## config.mk

```make
export PLATFORM = sky130hd
export DESIGN_NAME = ats_div
export DESIGN_NICKNAME = d
export VERILOG_FILES = /design/src/sv/ats_pkg.sv /design/src/sv/ats_div.sv
export VERILOG_INCLUDE_DIRS = /design/src /design/src/sv
export SDC_FILE = /design/constraint.sdc
export NUM_CORES = 1
export LEC_CHECK = 0
export BUFFER_PORTS_ARGS = -buffer_cell sky130_fd_sc_hd__buf_2
export CAP_MARGIN = 20
export CORE_UTILIZATION = 56
export CTS_CLUSTER_SIZE = 24
export DETAILED_ROUTE_END_ITERATION = 6
export GPL_ROUTABILITY_DRIVEN = 0
export MAX_ROUTING_LAYER = met4
export PLACE_DENSITY = 0.8
export SYNTH_ARGS = -nofsm -noshare
export SYNTH_HDL_FRONTEND = slang
export SYNTH_SLANG_ARGS = --single-unit
```

## constraint.sdc

```tcl
create_clock -name clk -period 3.5 [get_ports clk]
set_input_delay 0.35 -clock clk [delete_from_list [all_inputs] [get_ports clk]]
set_output_delay 0.35 -clock clk [all_outputs]
set_load 0.02 [all_outputs]
```

## src/sv/alias_table_weighted_sampler_assert.svh

```systemverilog
// Assertion macros for the alias table weighted sampler.
// Depends on signals clk and rst_n being visible where a macro is used.
`ifndef ALIAS_TABLE_WEIGHTED_SAMPLER_ASSERT_SVH
`define ALIAS_TABLE_WEIGHTED_SAMPLER_ASSERT_SVH

`ifndef SYNTHESIS

// Same-cycle implication, checked out of reset
`define ATS_ASSERT_IMP(lbl, ante, cons) \
    lbl: assert property (@(posedge clk) disable iff (!rst_n) (ante) |-> (cons)) \
        else $error("ats assertion failed");

// Next-cycle implication, checked out of reset
`define ATS_ASSERT_NXT(lbl, ante, cons) \
    lbl: assert property (@(posedge clk) disable iff (!rst_n) (ante) |=> (cons)) \
        else $error("ats assertion failed");

`else

`define ATS_ASSERT_IMP(lbl, ante, cons)
`define ATS_ASSERT_NXT(lbl, ante, cons)

`endif

`endif

```

## src/sv/ats_pkg.sv

```systemverilog
// Shared types, constants and codes for the alias table weighted sampler.
// No dependencies; every other file but the assertion header refers to it by scoped names.
package ats_pkg;

    // Table geometry and field widths
    localparam int unsigned SLOTS     = 65536;
    localparam int unsigned SLOT_W    = 16;
    localparam int unsigned CNT_W     = 17;
    localparam int unsigned THR_W     = 33;
    localparam int unsigned ID_W      = 32;
    localparam int unsigned WORD_W    = 64;
    localparam int unsigned HALF_W    = 32;
    localparam int unsigned U_SHIFT   = 11;
    localparam int unsigned U_W       = WORD_W - U_SHIFT;
    localparam int unsigned THR_SHIFT = 21;
    localparam int unsigned CMP_W     = THR_W + THR_SHIFT;
    localparam int unsigned DIV_CNT_W = $clog2(WORD_W + 1);

    localparam logic [CNT_W-1:0] SLOTS_CNT = CNT_W'(SLOTS);
    localparam logic [CNT_W-1:0] ONE_CNT   = CNT_W'(1);

    // Generator constants
    localparam logic [WORD_W-1:0] XS_MULT         = 64'd2685821657736338717;
    localparam logic [WORD_W-1:0] SEED_ZERO_SUBST = 64'h9e3779b97f4a7c15;
    localparam logic [WORD_W-1:0] SEED_RESET      = 64'd1234567;

    // Configuration register indexes
    localparam int unsigned CFG_IDX_W = 2;
    localparam logic [CFG_IDX_W-1:0] CFG_ACTIVE_COUNT = 2'd0;
    localparam logic [CFG_IDX_W-1:0] CFG_SEED         = 2'd1;

    // Request kinds
    localparam logic KIND_LOAD = 1'b0;
    localparam logic KIND_DRAW = 1'b1;

    // One table slot as stored in memory
    typedef struct packed {
        logic [THR_W-1:0]  threshold;
        logic [SLOT_W-1:0] alias_slot;
        logic [ID_W-1:0]   item_id;
    } ats_entry_t;

    // Table port command
    typedef struct packed {
        logic              wr;
        logic [SLOT_W-1:0] addr;
        ats_entry_t        wdata;
    } ats_tbl_cmd_t;

    // Generator control and status
    typedef struct packed {
        logic              load;
        logic [WORD_W-1:0] seed;
        logic              start;
    } ats_rng_ctl_t;

    typedef struct packed {
        logic              done;
        logic [WORD_W-1:0] word;
    } ats_rng_sts_t;

    // Divider control and status
    typedef struct packed {
        logic              start;
        logic [WORD_W-1:0] dividend;
        logic [CNT_W-1:0]  divisor;
    } ats_div_ctl_t;

    typedef struct packed {
        logic              done;
        logic [SLOT_W-1:0] remainder;
    } ats_div_sts_t;

    // Generator multiply phases
    typedef enum logic [2:0] {
        RP_IDLE,
        RP_LO,
        RP_MID1,
        RP_MID2,
        RP_SUM
    } ats_rng_phase_t;

    // Top-level sequencer states
    typedef enum logic [2:0] {
        S_IDLE,
        S_WORD1,
        S_WORD2,
        S_DIV,
        S_PRI,
        S_ALT,
        S_OUT
    } ats_state_t;

endpackage

```

## src/sv/ats_div.sv

```systemverilog
// Restoring divider that returns the 64-bit dividend modulo a 17-bit divisor.
// Depends on ats_pkg and the assertion header; one quotient bit per cycle.
`include "alias_table_weighted_sampler_assert.svh"

module ats_div (
    input  logic                  clk,
    input  logic                  rst_n,
    input  ats_pkg::ats_div_ctl_t ctl,
    output ats_pkg::ats_div_sts_t sts
);

    logic                              busy_reg, busy_next;
    logic                              done_reg, done_next;
    logic [ats_pkg::DIV_CNT_W-1:0]     count_reg, count_next;
    logic [ats_pkg::WORD_W-1:0]        dvd_reg, dvd_next;
    logic [ats_pkg::CNT_W-1:0]         rem_reg, rem_next;
    logic [ats_pkg::CNT_W-1:0]         divisor_reg, divisor_next;
    logic [ats_pkg::CNT_W:0]           trial;

    always_ff @(posedge clk or negedge rst_n)
    begin
        if (!rst_n)
        begin
            busy_reg  <= 1'b0;
            done_reg  <= 1'b0;
            count_reg <= '0;
        end
        else
        begin
            busy_reg  <= busy_next;
            done_reg  <= done_next;
            count_reg <= count_next;
        end
    end

    always_ff @(posedge clk)
    begin
        dvd_reg     <= dvd_next;
        rem_reg     <= rem_next;
        divisor_reg <= divisor_next;
    end

    // Load on start; while busy, shift in one dividend bit, subtract the divisor when it fits
    always_comb
    begin
        busy_next    = busy_reg;
        done_next    = 1'b0;
        count_next   = count_reg;
        dvd_next     = dvd_reg;
        rem_next     = rem_reg;
        divisor_next = divisor_reg;
        trial        = {rem_reg, dvd_reg[ats_pkg::WORD_W-1]};
        if (ctl.start)
        begin
            busy_next    = 1'b1;
            count_next   = ats_pkg::DIV_CNT_W'(ats_pkg::WORD_W);
            dvd_next     = ctl.dividend;
            rem_next     = '0;
            divisor_next = ctl.divisor;
        end
        else if (busy_reg)
        begin
            dvd_next = {dvd_reg[ats_pkg::WORD_W-2:0], 1'b0};
            if (trial >= {1'b0, divisor_reg})
            begin
                rem_next = ats_pkg::CNT_W'(trial - {1'b0, divisor_reg});
            end
            else
            begin
                rem_next = trial[ats_pkg::CNT_W-1:0];
            end
            count_next = count_reg - 1'b1;
            if (count_reg == ats_pkg::DIV_CNT_W'(1))
            begin
                busy_next = 1'b0;
                done_next = 1'b1;
            end
        end
    end

    assign sts.done      = done_reg;
    assign sts.remainder = rem_reg[ats_pkg::SLOT_W-1:0];

    `ATS_ASSERT_IMP(a_rem_below_divisor, done_reg, rem_reg < divisor_reg)
    `ATS_ASSERT_IMP(a_no_restart, busy_reg, !ctl.start)
    `ATS_ASSERT_IMP(a_busy_counts, busy_reg, count_reg != '0)

endmodule

```

-- Word level (Yosys, flattened, before mapping)
Cells that the tools add are included.
- output and inout port bits: 17
- flip-flop bits (word level): 107
- input bits: 84
- logic and storage cells: 22
- add/sub/neg operators: 2
- order comparisons: 1
- eq/ne operators: 1
- reductions and logical operators: 1
- multiplexer cells: 11
- operator list (operator ; count):
    64-bit 2-to-1 mux ; 2
    18-bit by 17-bit >= comparator with 1-bit output ; 1
    17-bit 2-to-1 mux ; 1
    17-bit subtractor ; 1
    7-bit 2-to-1 mux ; 2
    7-bit by 1-bit equality test with 1-bit output (second input constant) ; 1
    7-bit by 1-bit subtractor with 7-bit output (second input constant) ; 1
    1-bit 2-to-1 mux ; 6
    2-bit nonzero test ; 1

-- Longest topological paths before layout
- depth in word-level cells: 4
- gate-level depth with buffers: 12
- depth with buffers taken out: 10

-- Worst setup path after synthesis
Ideal clock, no wire load.
- path type: input port to flip-flop
- start: input port ctl[81] in the netlist's numbering
- end: register dvd_reg[0] in the netlist's numbering (enable)
- required time: 3082 ps
- path buffers: 2
- arrival: 2264 ps
- path slack: 818 ps
- library setup time: 418 ps
- stages: 4
- path through: clkbuf_1 -> clkbuf_1 -> nor2_1 -> inv_1
- longest elaborated chain between the ends: 1
- ends and longest elaborated chain (element ; line ; RTL):
    start, declared ; ats_div.sv:8 ; input ats_pkg::ats_div_ctl_t ctl,
    2-bit nonzero test (no source line) ; - ;
    end signal, assigned ; ats_div.sv:38 ; dvd_reg <= dvd_next;
    end, declared ; ats_div.sv:15 ; logic [ats_pkg::WORD_W-1:0] dvd_reg, dvd_next;
No other way between the ends.
A chain may end at the register's enable or synchronous reset.

-- Final worst setup path
- start: register dvd_reg[63] in the netlist's numbering
- end: register rem_reg[5] in the netlist's numbering
- longest elaborated chain between the ends: 2
- elaborated cells on any way between the ends: 3
- classes of those cells: 1 x add/sub; 1 x order compare; 1 x mux
- ends and longest elaborated chain (element ; line ; RTL):
    17-bit subtractor or 18-bit by 17-bit >= comparator with 1-bit output (tied branches) ; ats_div.sv:66, ats_div.sv:64 ;
    17-bit 2-to-1 mux * ; ats_div.sv:64 ; if (trial >= {1'b0, divisor_reg})
    end signal, assigned ; ats_div.sv:39 ; rem_reg <= rem_next;
    end, declared ; ats_div.sv:16 ; logic [ats_pkg::CNT_W-1:0] rem_reg, rem_next;
Every way passes the cells marked *; elsewhere a longest branch is shown, timed or not.

==> results_dict.tcl <==
set metrics [dict create \
    status "finished, final reports clean" \
    cp_slowest_stage_delay_ns 0.54 \
    cts_resized 0 \
    fin_tns_setup_ns 0 \
    maxCapViolations 0 \
    overflow 0 \
    cts_sinks 107 \
    cp_num_cells 11 \
    ff_latch_area_mm2 0.00300 \
    antenna_cells 0 \
    crit_top_cell "inv_1" \
    fp.dieArea_mm2 0.0101 \
    track_usage_pct 22.0 \
    multi_input_area_mm2 0.00213 \
    syn_area_per_cell_um2 12.5 \
    powerDensity_mw_per_mm2 639 \
    fin_worst_skew_ns 0.0101 \
    synth_fp_nets 540 \
    synthArstFlopShare_pct 8.41 \
    std_cell_rows 35 \
    synthSimpleGateAreaFrac_pct 7.85 \
    cts_tree "built" \
    fillers 730 \
    slowest_stage "a211o_1" \
    layout_common_cells "buf_2, edfxtp_1, mux2_2" \
    netSwitchingFraction_pct 34.1 \
    worst-slew-pin-transition_ns 0.802 \
    worst_slew_margin_rel_pct 46.3 \
    drt_first_pass_iters 4 \
    hold_viol 0 \
    cts.clk_slew.worst_paths_ns 0.10 \
    final_nets 618 \
    yosysSeqAreaShare_pct 55.0 \
    rsz0062_at_grt "false" \
    core_mm2 0.00933 \
    ys_warn_count 0 \
    worstPathMaxFanout 16 \
    via_count 3562 \
    synthAdderAreaFrac_pct 4.73 \
    crit_chain "inv_1 > ha_1 > inv_1 > fa_1 > a21o_1 > a221oi_2 > o31ai_2 > a211o_1 > buf_4 > mux2i_1 > a211oi_1" \
    fin_crit_ns 3.10 \
    clockRootBuffer "clkbuf_8" \
    cp.required_ns 3.77 \
    crit_arrival_ns 3.37 \
    critPathBufInv 3 \
    numCtsBuffers 9 \
    synth_edf_count 81 \
    die_h_um 101 \
    setup_viol 0 \
    worstSetupPathType "reg -> reg" \
    synth_flop_cell "edfxtp_1" \
    drc 0 \
    largest_reg_flops 64 \
    wl_per_cell_um 15.5 \
    antenna_left 0 \
    p_comb_share_pct 35.8 \
    hold_class "in -> reg" \
    initial_core_util_pct 58.4 \
    grt_pass1_vias 3574 \
    finalCritPeriodShare_pct 88.6 \
    avgViaCountPerCell 5.50 \
    cts_buffer_depth 2 \
    slew_violations 0 \
    clock.fmax_mhz 323 \
    drt_wl_total_um 10100 \
    syn_inst 436 \
    startpoint_type "flop" \
    io_buffers 100 \
    ys_ff_latch 107 \
    die_w_um 101 \
    first_iter_violations 123 \
    clk_latency_ns 0.36 \
    synth_mux_area_share_pct 14.9 \
    r2r.worst_path.cells 11 \
    syn_area_mm2 0.00545 \
    netSwitchingPower_w 0.00134 \
    setup_slack_ns 0.400 \
    antenna_found_initial 0 \
    htreeDepth 3 \
    synth-xor-area-share_pct 2.73 \
    detailedPlace.worstSlack_ns 0.448 \
    final_common_cell "buf_2" \
    synth_top_family_by_area "multiplexers" \
    synth_compound_area_share_pct 8.84 \
    crit_family "compound AO/OA/AOI/OAI gates" \
    clkPwrFrac_pct 19.4 \
    grt_max_degree 56 \
    drive_gt1_share_pct 37.4 \
    hold_depth 1 \
    ys_types 52 \
    cp-end-kind "flop" \
    seqPwrFrac_pct 44.8 \
    io-pin-count 101 \
    p_leak_nw 2.62 \
    intPower_w 0.00258 \
    area_growth_syn_to_layout_pct 12.5 \
    dp.final_hpwl_um 7180 \
    grt_pass1_wl_um 16600 \
    ir_drop_v 0.000303 \
]
worst register-to-register path, stage by stage, from the launching register on:
cell      delay [ns]
edfxtp_1        0.37
inv_1           0.08
ha_1            0.15
inv_1           0.05
fa_1            0.40
a21o_1          0.22
a221oi_2        0.38
o31ai_2         0.18
a211o_1         0.54
buf_4           0.30
mux2i_1         0.13
a211oi_1        0.23
power by group through the flow:
stage                     Sequential (W)  Clock (W)  Combinational [W]
after global placement           0.00178          0            0.00135
after detailed placement         0.00178          0            0.00140
after floorplan                  0.00174          0            0.00120
after global routing             0.00179   0.000823            0.00156
final                            0.00175   0.000762            0.00140
after CTS                        0.00176   0.000780            0.00140
metal layers:
layer,track usage (%),vias up,routed length (µm)
li1,-,1740,-
met1,26.9,1720,4400
met2,35.2,89,4910
met3,6.31,13,605
met4,7.36,0,135
met5,-,-,0
stage by stage:
stage | hold WS [ns] | utilization, % | power [W] | cells | cell area (µm²)
after floorplan | 0.0544 | - | 0.00295 | 436 | 5450
after global placement | 0.206 | 63.5 | 0.00313 | 631 | 5920
after detailed placement | 0.211 | 63.5 | 0.00318 | 631 | 5920
after CTS | 0.141 | 65.8 | 0.00394 | 648 | 6130
after global routing | 0.137 | 65.8 | 0.00417 | 648 | 6130
final | 0.165 | 65.8 | 0.00392 | 648 | 6130
path summary, 6_finish.rpt:
check | startpoint | endpoint | slack, ns
max | dvd_reg[63] | rem_reg[5] | 0.40
min | ctl[3] | divisor_reg[3] | 0.16
max reg2reg | dvd_reg[63] | rem_reg[5] | 0.40
min reg2reg | rem_reg[15] | rem_reg[15] | 0.51
max in group asynchronous | rst_n | count_reg[0] | 2.97
min in group asynchronous | rst_n | count_reg[3] | 0.35
layout make-up:
type	count	area share, %
Clock buffer	9	2.02
Clock inverter	7	1.24
Inverter	23	1.41
Multi-Input combinational cell	266	34.7
Sequential cell	107	48.9
Tap cell	129	2.63
Timing Repair Buffer	107	9.10
synthesized netlist by cell type (5+ instances only):
cell       n  area share [%]
xnor2_1   11             1.8
dfxtp_1   17             6.2
xor2_1     6            0.96
mux2_2    63              13
mux2i_1    9             1.7
nor3_1     5            0.46
ha_1      19             4.4
a21oi_1    8            0.73
nor2_1    33             2.3
edfxtp_1  81              45
nand2b_1   5            0.57
buf_4     17             2.3
a21o_1     8             1.1
a31oi_1    6            0.69
clkbuf_1  12            0.83
nand3_1    6            0.55
inv_1     23             1.6
dfrtp_1    9             4.1
o21ai_0    9            0.83
a211oi_1  10             1.4
nand2_1   21             1.4
cell families (layout without fill, tap and decap cells):
logic type                 count (synthesis)  in the layout
muxes                                     73             73
adders and majority gates                 20             20
DFF                                      107            107
and+or+nand+nor                           90             90
xor gates and xnor gates                  17             17
AOI/OAI and AO/OA                         66             66
buffers and inverters                     63            146
timing repair:
item                                   CTS  global route
setup buffers                            0             0
hold buffers                             1             0
endpoints found under the hold margin    9             0
No activity file was read; power rests on OpenSTA's default activity.
