## config.mk

```make
export PLATFORM = sky130hd
export DESIGN_NAME = ats_rng
export DESIGN_NICKNAME = d
export VERILOG_FILES = /design/src/sv/alias_table_weighted_sampler_assert.svh /design/src/sv/ats_pkg.sv /design/src/sv/ats_rng.sv
export SDC_FILE = /design/constraint.sdc
export NUM_CORES = 2
export LEC_CHECK = 0
export BUFFER_PORTS_ARGS = -buffer_cell sky130_fd_sc_hd__buf_2
export CAP_MARGIN = 20
export CELL_PAD_IN_SITES_DETAIL_PLACEMENT = 0
export CELL_PAD_IN_SITES_GLOBAL_PLACEMENT = 2
export CORE_MARGIN = 10
export CORE_UTILIZATION = 25
export CTS_BUF_LIST = sky130_fd_sc_hd__clkbuf_16
export DETAILED_ROUTE_END_ITERATION = 6
export PLACE_DENSITY = 0.62
export SYNTH_ARGS = -nofsm -noshare
export SYNTH_HDL_FRONTEND = slang
export SYNTH_SLANG_ARGS = --single-unit
```

## constraint.sdc

```tcl
create_clock -name clk -period 19.3 [get_ports clk]
set_input_delay 3.86 -clock clk [delete_from_list [all_inputs] [get_ports clk]]
set_output_delay 3.86 -clock clk [all_outputs]
set_load 0.03 [all_outputs]
```

## src/sv/alias_table_weighted_sampler_assert.svh

```systemverilog
// Assertion macros for the alias table weighted sampler.
// Depends on signals clk and rst_n being visible where a macro is used.
`ifndef ALIAS_TABLE_WEIGHTED_SAMPLER_ASSERT_SVH
`define ALIAS_TABLE_WEIGHTED_SAMPLER_ASSERT_SVH

`ifndef SYNTHESIS

// Same-cycle implication, checked out of reset
`define ATS_ASSERT_IMP(lbl, ante, cons) \
    lbl: assert property (@(posedge clk) disable iff (!rst_n) (ante) |-> (cons)) \
        else $error("ats assertion failed");

// Next-cycle implication, checked out of reset
`define ATS_ASSERT_NXT(lbl, ante, cons) \
    lbl: assert property (@(posedge clk) disable iff (!rst_n) (ante) |=> (cons)) \
        else $error("ats assertion failed");

`else

`define ATS_ASSERT_IMP(lbl, ante, cons)
`define ATS_ASSERT_NXT(lbl, ante, cons)

`endif

`endif

```

## src/sv/ats_pkg.sv

```systemverilog
// Shared types, constants and codes for the alias table weighted sampler.
// No dependencies; every other file but the assertion header refers to it by scoped names.
package ats_pkg;

    // Table geometry and field widths
    localparam int unsigned SLOTS     = 65536;
    localparam int unsigned SLOT_W    = 16;
    localparam int unsigned CNT_W     = 17;
    localparam int unsigned THR_W     = 33;
    localparam int unsigned ID_W      = 32;
    localparam int unsigned WORD_W    = 64;
    localparam int unsigned HALF_W    = 32;
    localparam int unsigned U_SHIFT   = 11;
    localparam int unsigned U_W       = WORD_W - U_SHIFT;
    localparam int unsigned THR_SHIFT = 21;
    localparam int unsigned CMP_W     = THR_W + THR_SHIFT;
    localparam int unsigned DIV_CNT_W = $clog2(WORD_W + 1);

    localparam logic [CNT_W-1:0] SLOTS_CNT = CNT_W'(SLOTS);
    localparam logic [CNT_W-1:0] ONE_CNT   = CNT_W'(1);

    // Generator constants
    localparam logic [WORD_W-1:0] XS_MULT         = 64'd2685821657736338717;
    localparam logic [WORD_W-1:0] SEED_ZERO_SUBST = 64'h9e3779b97f4a7c15;
    localparam logic [WORD_W-1:0] SEED_RESET      = 64'd1234567;

    // Configuration register indexes
    localparam int unsigned CFG_IDX_W = 2;
    localparam logic [CFG_IDX_W-1:0] CFG_ACTIVE_COUNT = 2'd0;
    localparam logic [CFG_IDX_W-1:0] CFG_SEED         = 2'd1;

    // Request kinds
    localparam logic KIND_LOAD = 1'b0;
    localparam logic KIND_DRAW = 1'b1;

    // One table slot as stored in memory
    typedef struct packed {
        logic [THR_W-1:0]  threshold;
        logic [SLOT_W-1:0] alias_slot;
        logic [ID_W-1:0]   item_id;
    } ats_entry_t;

    // Table port command
    typedef struct packed {
        logic              wr;
        logic [SLOT_W-1:0] addr;
        ats_entry_t        wdata;
    } ats_tbl_cmd_t;

    // Generator control and status
    typedef struct packed {
        logic              load;
        logic [WORD_W-1:0] seed;
        logic              start;
    } ats_rng_ctl_t;

    typedef struct packed {
        logic              done;
        logic [WORD_W-1:0] word;
    } ats_rng_sts_t;

    // Divider control and status
    typedef struct packed {
        logic              start;
        logic [WORD_W-1:0] dividend;
        logic [CNT_W-1:0]  divisor;
    } ats_div_ctl_t;

    typedef struct packed {
        logic              done;
        logic [SLOT_W-1:0] remainder;
    } ats_div_sts_t;

    // Generator multiply phases
    typedef enum logic [2:0] {
        RP_IDLE,
        RP_LO,
        RP_MID1,
        RP_MID2,
        RP_SUM
    } ats_rng_phase_t;

    // Top-level sequencer states
    typedef enum logic [2:0] {
        S_IDLE,
        S_WORD1,
        S_WORD2,
        S_DIV,
        S_PRI,
        S_ALT,
        S_OUT
    } ats_state_t;

endpackage

```

## src/sv/ats_rng.sv

```systemverilog
// xorshift64* generator with the 64-bit product built on one 32x32 multiplier.
// Depends on ats_pkg; a word is ready, with done, after the multiply phases that follow start.
module ats_rng (
    input  logic                  clk,
    input  logic                  rst_n,
    input  ats_pkg::ats_rng_ctl_t ctl,
    output ats_pkg::ats_rng_sts_t sts
);

    ats_pkg::ats_rng_phase_t         phase_reg, phase_next;
    logic [ats_pkg::WORD_W-1:0]      gen_reg, gen_next;
    logic [ats_pkg::WORD_W-1:0]      a_reg, a_next;
    logic [ats_pkg::WORD_W-1:0]      p0_reg, p0_next;
    logic [ats_pkg::HALF_W-1:0]      cross_reg, cross_next;
    logic [ats_pkg::WORD_W-1:0]      word_reg, word_next;
    logic                            done_reg, done_next;
    logic [ats_pkg::HALF_W-1:0]      mul_a, mul_b;
    logic [ats_pkg::WORD_W-1:0]      product;

    function automatic logic [ats_pkg::WORD_W-1:0] xorshift(
        input logic [ats_pkg::WORD_W-1:0] x
    );
        logic [ats_pkg::WORD_W-1:0] t;
        t = x ^ (x >> 12);
        t = t ^ (t << 25);
        t = t ^ (t >> 27);
        return t;
    endfunction

    // Shared multiplier
    assign product = mul_a * mul_b;

    // Control state and generator state
    always_ff @(posedge clk or negedge rst_n)
    begin
        if (!rst_n)
        begin
            phase_reg <= ats_pkg::RP_IDLE;
            gen_reg   <= ats_pkg::SEED_RESET;
            done_reg  <= 1'b0;
        end
        else
        begin
            phase_reg <= phase_next;
            gen_reg   <= gen_next;
            done_reg  <= done_next;
        end
    end

    // Partial products and result
    always_ff @(posedge clk)
    begin
        a_reg     <= a_next;
        p0_reg    <= p0_next;
        cross_reg <= cross_next;
        word_reg  <= word_next;
    end

    // Step the generator, then build the low product word through the LO, MID1, MID2 and SUM phases
    always_comb
    begin
        phase_next = phase_reg;
        gen_next   = gen_reg;
        a_next     = a_reg;
        p0_next    = p0_reg;
        cross_next = cross_reg;
        word_next  = word_reg;
        done_next  = 1'b0;
        mul_a      = a_reg[ats_pkg::HALF_W-1:0];
        mul_b      = ats_pkg::XS_MULT[ats_pkg::HALF_W-1:0];
        unique case (phase_reg)
            ats_pkg::RP_IDLE:
            begin
                if (ctl.load)
                begin
                    gen_next = (ctl.seed == '0) ? ats_pkg::SEED_ZERO_SUBST : ctl.seed;
                end
                else if (ctl.start)
                begin
                    gen_next   = xorshift(gen_reg);
                    a_next     = gen_next;
                    phase_next = ats_pkg::RP_LO;
                end
            end
            ats_pkg::RP_LO:
            begin
                p0_next    = product;
                phase_next = ats_pkg::RP_MID1;
            end
            ats_pkg::RP_MID1:
            begin
                mul_a      = a_reg[ats_pkg::WORD_W-1:ats_pkg::HALF_W];
                cross_next = product[ats_pkg::HALF_W-1:0];
                phase_next = ats_pkg::RP_MID2;
            end
            ats_pkg::RP_MID2:
            begin
                mul_b      = ats_pkg::XS_MULT[ats_pkg::WORD_W-1:ats_pkg::HALF_W];
                cross_next = cross_reg + product[ats_pkg::HALF_W-1:0];
                phase_next = ats_pkg::RP_SUM;
            end
            ats_pkg::RP_SUM:
            begin
                word_next  = p0_reg + {cross_reg, {ats_pkg::HALF_W{1'b0}}};
                done_next  = 1'b1;
                phase_next = ats_pkg::RP_IDLE;
            end
            default:
            begin
                phase_next = ats_pkg::RP_IDLE;
            end
        endcase
    end

    assign sts.done = done_reg;
    assign sts.word = word_reg;

endmodule

```

## Yosys cells after proc, flatten, opt, wreduce, memory -nomap -nowiden

Index checks and enable logic that the tools add are counted.

| operators by class | value |
|---|---|
| bitwise logic cells | 4 |
| $add $sub $neg | 2 |
| multiplexer cells | 10 |
| equality and inequality tests | 6 |
| multiply operators | 1 |
| reduce and logical (&&, ||, !) cells | 7 |

Operators with widths:

| operator | number |
|---|---|
| $mux 64 | 3 |
| $add 64x64->64 | 1 |
| $logic_not 64->1 | 1 |
| $mul 32x32->64 | 1 |
| $pmux 32 s2 | 1 |
| $xor 64x37->64 | 1 |
| $xor 64x52->64 | 1 |
| $xor 64x64->64 | 1 |
| $add 32x32->32 | 1 |
| $mux 32 | 1 |
| $mux 31 | 1 |
| $pmux 3 s4 | 1 |
| $eq 3x2->1 const B | 2 |
| $mux 3 | 2 |
| $ne 2x2->1 const B | 2 |
| $reduce_and 2->1 | 2 |
| $reduce_bool 2->1 | 2 |
| $eq 3x1->1 const B | 1 |
| $eq 3x3->1 const B | 1 |
| $logic_not 3->1 | 1 |
| $reduce_and 3->1 | 1 |
| $mux 1 | 1 |
| $not 1->1 | 1 |

| word-level totals | value |
|---|---|
| output and inout bits | 65 |
| flip-flop bits (word level) | 292 |

## Depth between registers and ports, before layout

| logic depth | value |
|---|---|
| depth in word-level cells | 5 |
| mapped depth | 42 |
| gate-level depth less buffers | 40 |

## Least setup slack after synthesis

No wires, ideal clock.

| timing | value |
|---|---|
| path type | reg-to-reg |
| start | register phase_reg[1] |
| end | register cross_reg[31] (netlist bit) (data pin) |
| arrival time | 9.854 ns |
| stages on the path, launching flop included | 38 |
| required time | 19.039 ns |
| setup slack | 9.184 ns |
| path buffers | 5 |
| cell sequence | dfrtp_1 > buf_4 > nor2b_1 > nand2_1 > clkbuf_1 > clkbuf_1 > clkbuf_1 > nand2_1 > inv_1 > fa_1 > fa_1 > fa_1 > fa_1 > fa_1 > inv_1 > fa_1 > inv_1 > fa_1 > [... 2 more ...] > inv_1 > ha_1 > buf_2 > nand4_1 > nor2_1 > nand2_1 > or3_1 > and2_1 > xnor2_1 > ha_1 > a21oi_1 > o21ai_0 > nand2_1 > o311ai_1 > a31oi_1 > xnor2_1 > nand2_1 > xnor2_1 |

| on the way | value |
|---|---|
| longest elaborated chain between the ends | 5 |
| elaborated cells on any way between the ends | 7 |
| classes of those cells | add/sub: 1; mul: 1; eq/ne: 2; mux: 3 |

RTL lines:

| element | line | text |
|---|---|---|
| start: declaration | ats_rng.sv:10 | `ats_pkg::ats_rng_phase_t phase_reg, phase_next;` |
| start signal: assignment | ats_rng.sv:38 | `phase_reg <= ats_pkg::RP_IDLE;` |
| start signal: assignment | ats_rng.sv:44 | `phase_reg <= phase_next;` |
| $eq 3x2->1 | ats_rng.sv:71 | `unique case (phase_reg)` |
| $mux 32 / $mux 31 (equally long branches) | ats_rng.sv:71 |  |
| $mul 32x32->64 (*) | ats_rng.sv:31 | `assign product = mul_a * mul_b;` |
| named net product, one bit | ats_rng.sv:18 | `logic [ats_pkg::WORD_W-1:0] product;` |
| $add 32x32->32 (*) | ats_rng.sv:99 | `cross_next = cross_reg + product[ats_pkg::HALF_W-1:0];` |
| $pmux 32 s2 (*) | ats_rng.sv:71 |  |
| named net cross_next, one bit | ats_rng.sv:14 | `logic [ats_pkg::HALF_W-1:0] cross_reg, cross_next;` |
| end signal: assignment | ats_rng.sv:55 | `cross_reg <= cross_next;` |
| end: declaration | ats_rng.sv:14 |  |

Mark *: on every way through the listed nets, which the timed path passes. The rest lies on a longest branch.
A chain may end at the register's enable or synchronous reset.

## Worst setup path in the final report

| timing | value |
|---|---|
| start | register phase_reg[2] |
| end | register cross_reg[30] (netlist bit) (data pin) |

The elaborated chain is that of the path after synthesis.

==> impl_metrics.yaml <==
clock_tree:
  cts_sinks: 292
  clk_pin_slew_worst_paths_ns: 0.06
  cts_tree: "yes"
  post-cts-setup-buffers: 0
  cts_repair_resize_count: 0
  max-clock-path-buffers: 3
  numCtsBuffers: 38
  cts_stage_hold_buffer_count: 0
  insertion_delay_ns: 0.58
  htree_levels: 2
  root_buffer: "sky130_fd_sc_hd__clkbuf_16"
yosys:
  synth_async_sr_flop_share_pct: 23.3
  synth_sequential_area_ratio_pct: 22.5
  postSynthCellCount: 3524
  unique_cell_type_count_in_the_yosys_netlist: 76
  number_of_synthesized_flops_with_an_enable_pin: 224
  ys_ff_latch: 292
  ys_warn_count: 0
  synthesis.area_mm2: 0.0376
  main_synth_ff_type: "sky130_fd_sc_hd__edfxtp_1"
  synth.avg_cell_area_um2: 10.7
floorplan:
  die_h_um: 408
  boundaryPins: 133
  effective_utilization_at_floorplan_pct: 25.1
  placement_rows: 142
  design.core.area_mm2: 0.150
  die-width_um: 408
  dieArea_mm2: 0.166
placed_design:
  dp.final_hpwl_mm: 104
  placement.setup.worst_slack_ns: 8.30
  placer_congestion_estimate: 0.851
  port_buffers: 132
setup_path:
  max_stage_delay_ns: 0.85
  r2r-end: "cross_reg[30]$_DFFE_PP_"
  critical_path.n_buffers_inverters: 5
  cp_data_required_time_ns: 19.60
  timing.reg2reg.setup_slack_ns: 8.34
  timing.rr.start: "phase_reg[2]$_DFFE_PN0P_"
  critical_path.most_common_cell: "sky130_fd_sc_hd__fa_1"
  critPathMaxFanout: 34
  cpMaxStageDelayCell: "sky130_fd_sc_hd__mux2i_2"
  worst_setup_path_end_kind: "flip-flop"
  critPathKind: "reg -> reg"
  start_kind: "flip-flop"
  crit_family: "adder cells"
  r2r_cells: 30
  worst-endpoint-arrival_ns: 11.26
sta:
  clock_skew_ns: 0.0203
  finalWorstPathRequiredPeriod_ns: 10.96
  slew-limit-headroom_pct: 24.5
  grt_setup_unrepaired: "false"
  worst-slew-pin-transition_ns: 1.12
  final_max_slew_viol_count: 0
  timing.setup.tns_ns: 0
  number_of_failing_setup_endpoints_in_the_final_timing_report: 0
  min_period_over_period_pct: 56.8
  finalHoldViolations: 0
  postLayoutSetupSlackWorst_ns: 8.34
  max_freq_mhz: 91.3
route:
  route.detailed.vias_per_inst: 4.35
  detailedRoute.firstIterationViolations: 1411
  finalWirelength_mm: 123
  routedWlPerCell_um: 21.3
  final_antenna_net_count: 0
  firstDrtPassIters: 5
  total_drc_errors_in_the_routed_layout: 0
  route.vias.total: 25000
finish:
  flow.area_growth_from_synthesis_pct: 12.3
  final.fill_count: 15900
  layout_cells_sized_above_1_pct: 8.05
  num-nets-final: 4849
  fin_util_pct: 28.2
global_routing:
  gr-usage-all-layers_pct: 14.6
  total_overflow_reported_by_the_global_router: 0
  grt_pass1_vias: 26800
  grt_first_pass_wirelength_mm: 181
  largest_net_degree_at_the_start_of_global_routing: 69
  antenna_violations_before_repair: 3
job:
  drv.max_cap_violation_count: 0
hold_path:
  hold_path.startpoint: "p0_reg[13]$_DFFE_PP_"
  timing.hold.worst_path_depth: 0
  holdPathEnd: "word_reg[13]$_DFFE_PP_"
  min-delay-path-class: "reg -> reg"
outcome:
  outcome: "finished, final reports clean"
==> worst max path at each step <==
stage	start	depth (start not counted)	to	slack, ns
after global placement	phase_reg[1]$_DFFE_PN0P_	30	cross_reg[30]$_DFFE_PP_	7.81
after global routing	phase_reg[2]$_DFFE_PN0P_	34	cross_reg[31]$_DFFE_PP_	7.65
after detailed placement	phase_reg[1]$_DFFE_PN0P_	30	cross_reg[30]$_DFFE_PP_	8.30
after CTS	phase_reg[1]$_DFFE_PN0P_	30	cross_reg[30]$_DFFE_PP_	8.29
final	phase_reg[2]$_DFFE_PN0P_	30	cross_reg[30]$_DFFE_PP_	8.34
after floorplan	phase_reg[1]$_DFFE_PN0P_	37	cross_reg[31]$_DFFE_PP_	9.18
==> layout make-up <==
cell class	instances	area, um2	area share, %
Antenna cell	1	2.50	0.00593
Clock buffer	39	976	2.31
Clock inverter	25	189	0.448
Inverter	832	3120	7.40
Multi-Input combinational cell	2368	25900	61.4
Sequential cell	292	8440	20.0
Tap cell	2016	2520	5.98
Timing Repair Buffer	184	1050	2.49
==> cells in the mapped netlist (6+ instances only) <==
cell                       number  area share [%]
sky130_fd_sc_hd__and3_1         9            0.15
sky130_fd_sc_hd__o211ai_1       7            0.14
sky130_fd_sc_hd__nand3_1       21            0.28
sky130_fd_sc_hd__buf_2          7           0.093
sky130_fd_sc_hd__buf_1         10            0.10
sky130_fd_sc_hd__dfstp_2       11            0.77
sky130_fd_sc_hd__ha_1         480              16
sky130_fd_sc_hd__o21a_1        17            0.34
sky130_fd_sc_hd__a221oi_1      19            0.44
sky130_fd_sc_hd__o21bai_1      17            0.34
sky130_fd_sc_hd__a211oi_1      10            0.20
sky130_fd_sc_hd__nand2b_1       7            0.12
sky130_fd_sc_hd__fa_1         585              31
sky130_fd_sc_hd__mux2_2         9            0.27
sky130_fd_sc_hd__dfrtp_1       57             3.8
sky130_fd_sc_hd__inv_1        831             8.3
sky130_fd_sc_hd__o21ai_0      122             1.6
sky130_fd_sc_hd__a21oi_1      133             1.8
sky130_fd_sc_hd__o31ai_1       11            0.22
sky130_fd_sc_hd__nor4_1        19            0.32
sky130_fd_sc_hd__xnor2_1      177             4.1
sky130_fd_sc_hd__mux2i_1       28            0.75
sky130_fd_sc_hd__clkbuf_1      53            0.53
sky130_fd_sc_hd__nor2b_1       13            0.22
sky130_fd_sc_hd__nor3_1        24            0.32
sky130_fd_sc_hd__a31oi_1       10            0.17
sky130_fd_sc_hd__or2_2          6            0.10
sky130_fd_sc_hd__edfxtp_1     224              18
sky130_fd_sc_hd__a21o_1        60             1.2
sky130_fd_sc_hd__nand4_1       19            0.32
sky130_fd_sc_hd__o21ai_1       18            0.24
sky130_fd_sc_hd__nor2_1       113             1.1
sky130_fd_sc_hd__o22ai_1       40            0.67
sky130_fd_sc_hd__nand2_1      188             1.9
sky130_fd_sc_hd__xor2_1        79             1.8
sky130_fd_sc_hd__a22oi_1        8            0.16
sky130_fd_sc_hd__or3_1          7            0.12
==> metrics by stage <==
stage	instance area [um2]	hold slack, ns	std cells
after floorplan	37700	0.400	3565
after global placement	41000	0.405	5686
after detailed placement	41000	0.405	5691
after CTS	42200	0.417	5755
after global routing	42200	0.424	5756
final	42200	0.416	5757
==> cells in the final DEF, fill, tap and decap left out, types with 11 or more instances in the layout <==
cell                        synthesis  layout
sky130_fd_sc_hd__nand4_1           19      19
sky130_fd_sc_hd__nor4_1            19      19
sky130_fd_sc_hd__dfrtp_1           57      57
sky130_fd_sc_hd__nor2b_1           13      12
sky130_fd_sc_hd__nand3_1           21      21
sky130_fd_sc_hd__o21a_1            17      17
sky130_fd_sc_hd__dfstp_2           11      11
sky130_fd_sc_hd__nor3_1            24      24
sky130_fd_sc_hd__nand2_1          188     187
sky130_fd_sc_hd__o22ai_1           40      40
sky130_fd_sc_hd__o21ai_0          122     122
sky130_fd_sc_hd__fa_1             585     585
sky130_fd_sc_hd__ha_1             480     480
sky130_fd_sc_hd__xor2_1            79      79
sky130_fd_sc_hd__o31ai_1           11      11
sky130_fd_sc_hd__edfxtp_1         224     224
sky130_fd_sc_hd__mux2i_1           28      27
sky130_fd_sc_hd__a21oi_1          133     133
sky130_fd_sc_hd__o21bai_1          17      17
sky130_fd_sc_hd__a221oi_1          19      19
sky130_fd_sc_hd__o21ai_1           18      17
sky130_fd_sc_hd__buf_4              2      52
sky130_fd_sc_hd__a21o_1            60      60
sky130_fd_sc_hd__inv_1            831     836
sky130_fd_sc_hd__xnor2_1          177     177
sky130_fd_sc_hd__conb_1             2      43
sky130_fd_sc_hd__clkbuf_16          0      39
sky130_fd_sc_hd__buf_2              7     132
sky130_fd_sc_hd__nor2_1           113     113
==> kinds of logic after synthesis <==
group | after synthesis | share of synthesized area [%]
adders and majority gates | 1065 | 47.1
buffers and inverters | 905 | 9.10
AOI/OAI and AO/OA | 525 | 9.03
and+or+nand+nor | 442 | 5.26
DFF | 292 | 22.5
xor gates and xnor gates | 256 | 5.97
muxes | 37 | 1.02
other | 2 | 0.0200
==> worst register-to-register path: cells and delay by family (launching register included) <==
family	cells	cell delay [ns]
adders and majority gates	10	4.77
AOI/OAI and AO/OA	9	1.78
buffers and inverters	5	1.34
and+or+nand+nor	3	0.88
muxes	1	0.87
xor gates and xnor gates	2	0.57
DFF	1	0.48
==> metal layers <==
layer | share of wire (%) | track usage [%]
met3 | 4.6 | 2.22
met4 | 2.2 | 3.24
met2 | 47 | 23.8
met1 | 47 | 20.3
met5 | 0 | 0
Power is left out: the tool's default activity adds up to more than one toggle a clock period on the data nets, which glitch-free logic cannot reach.
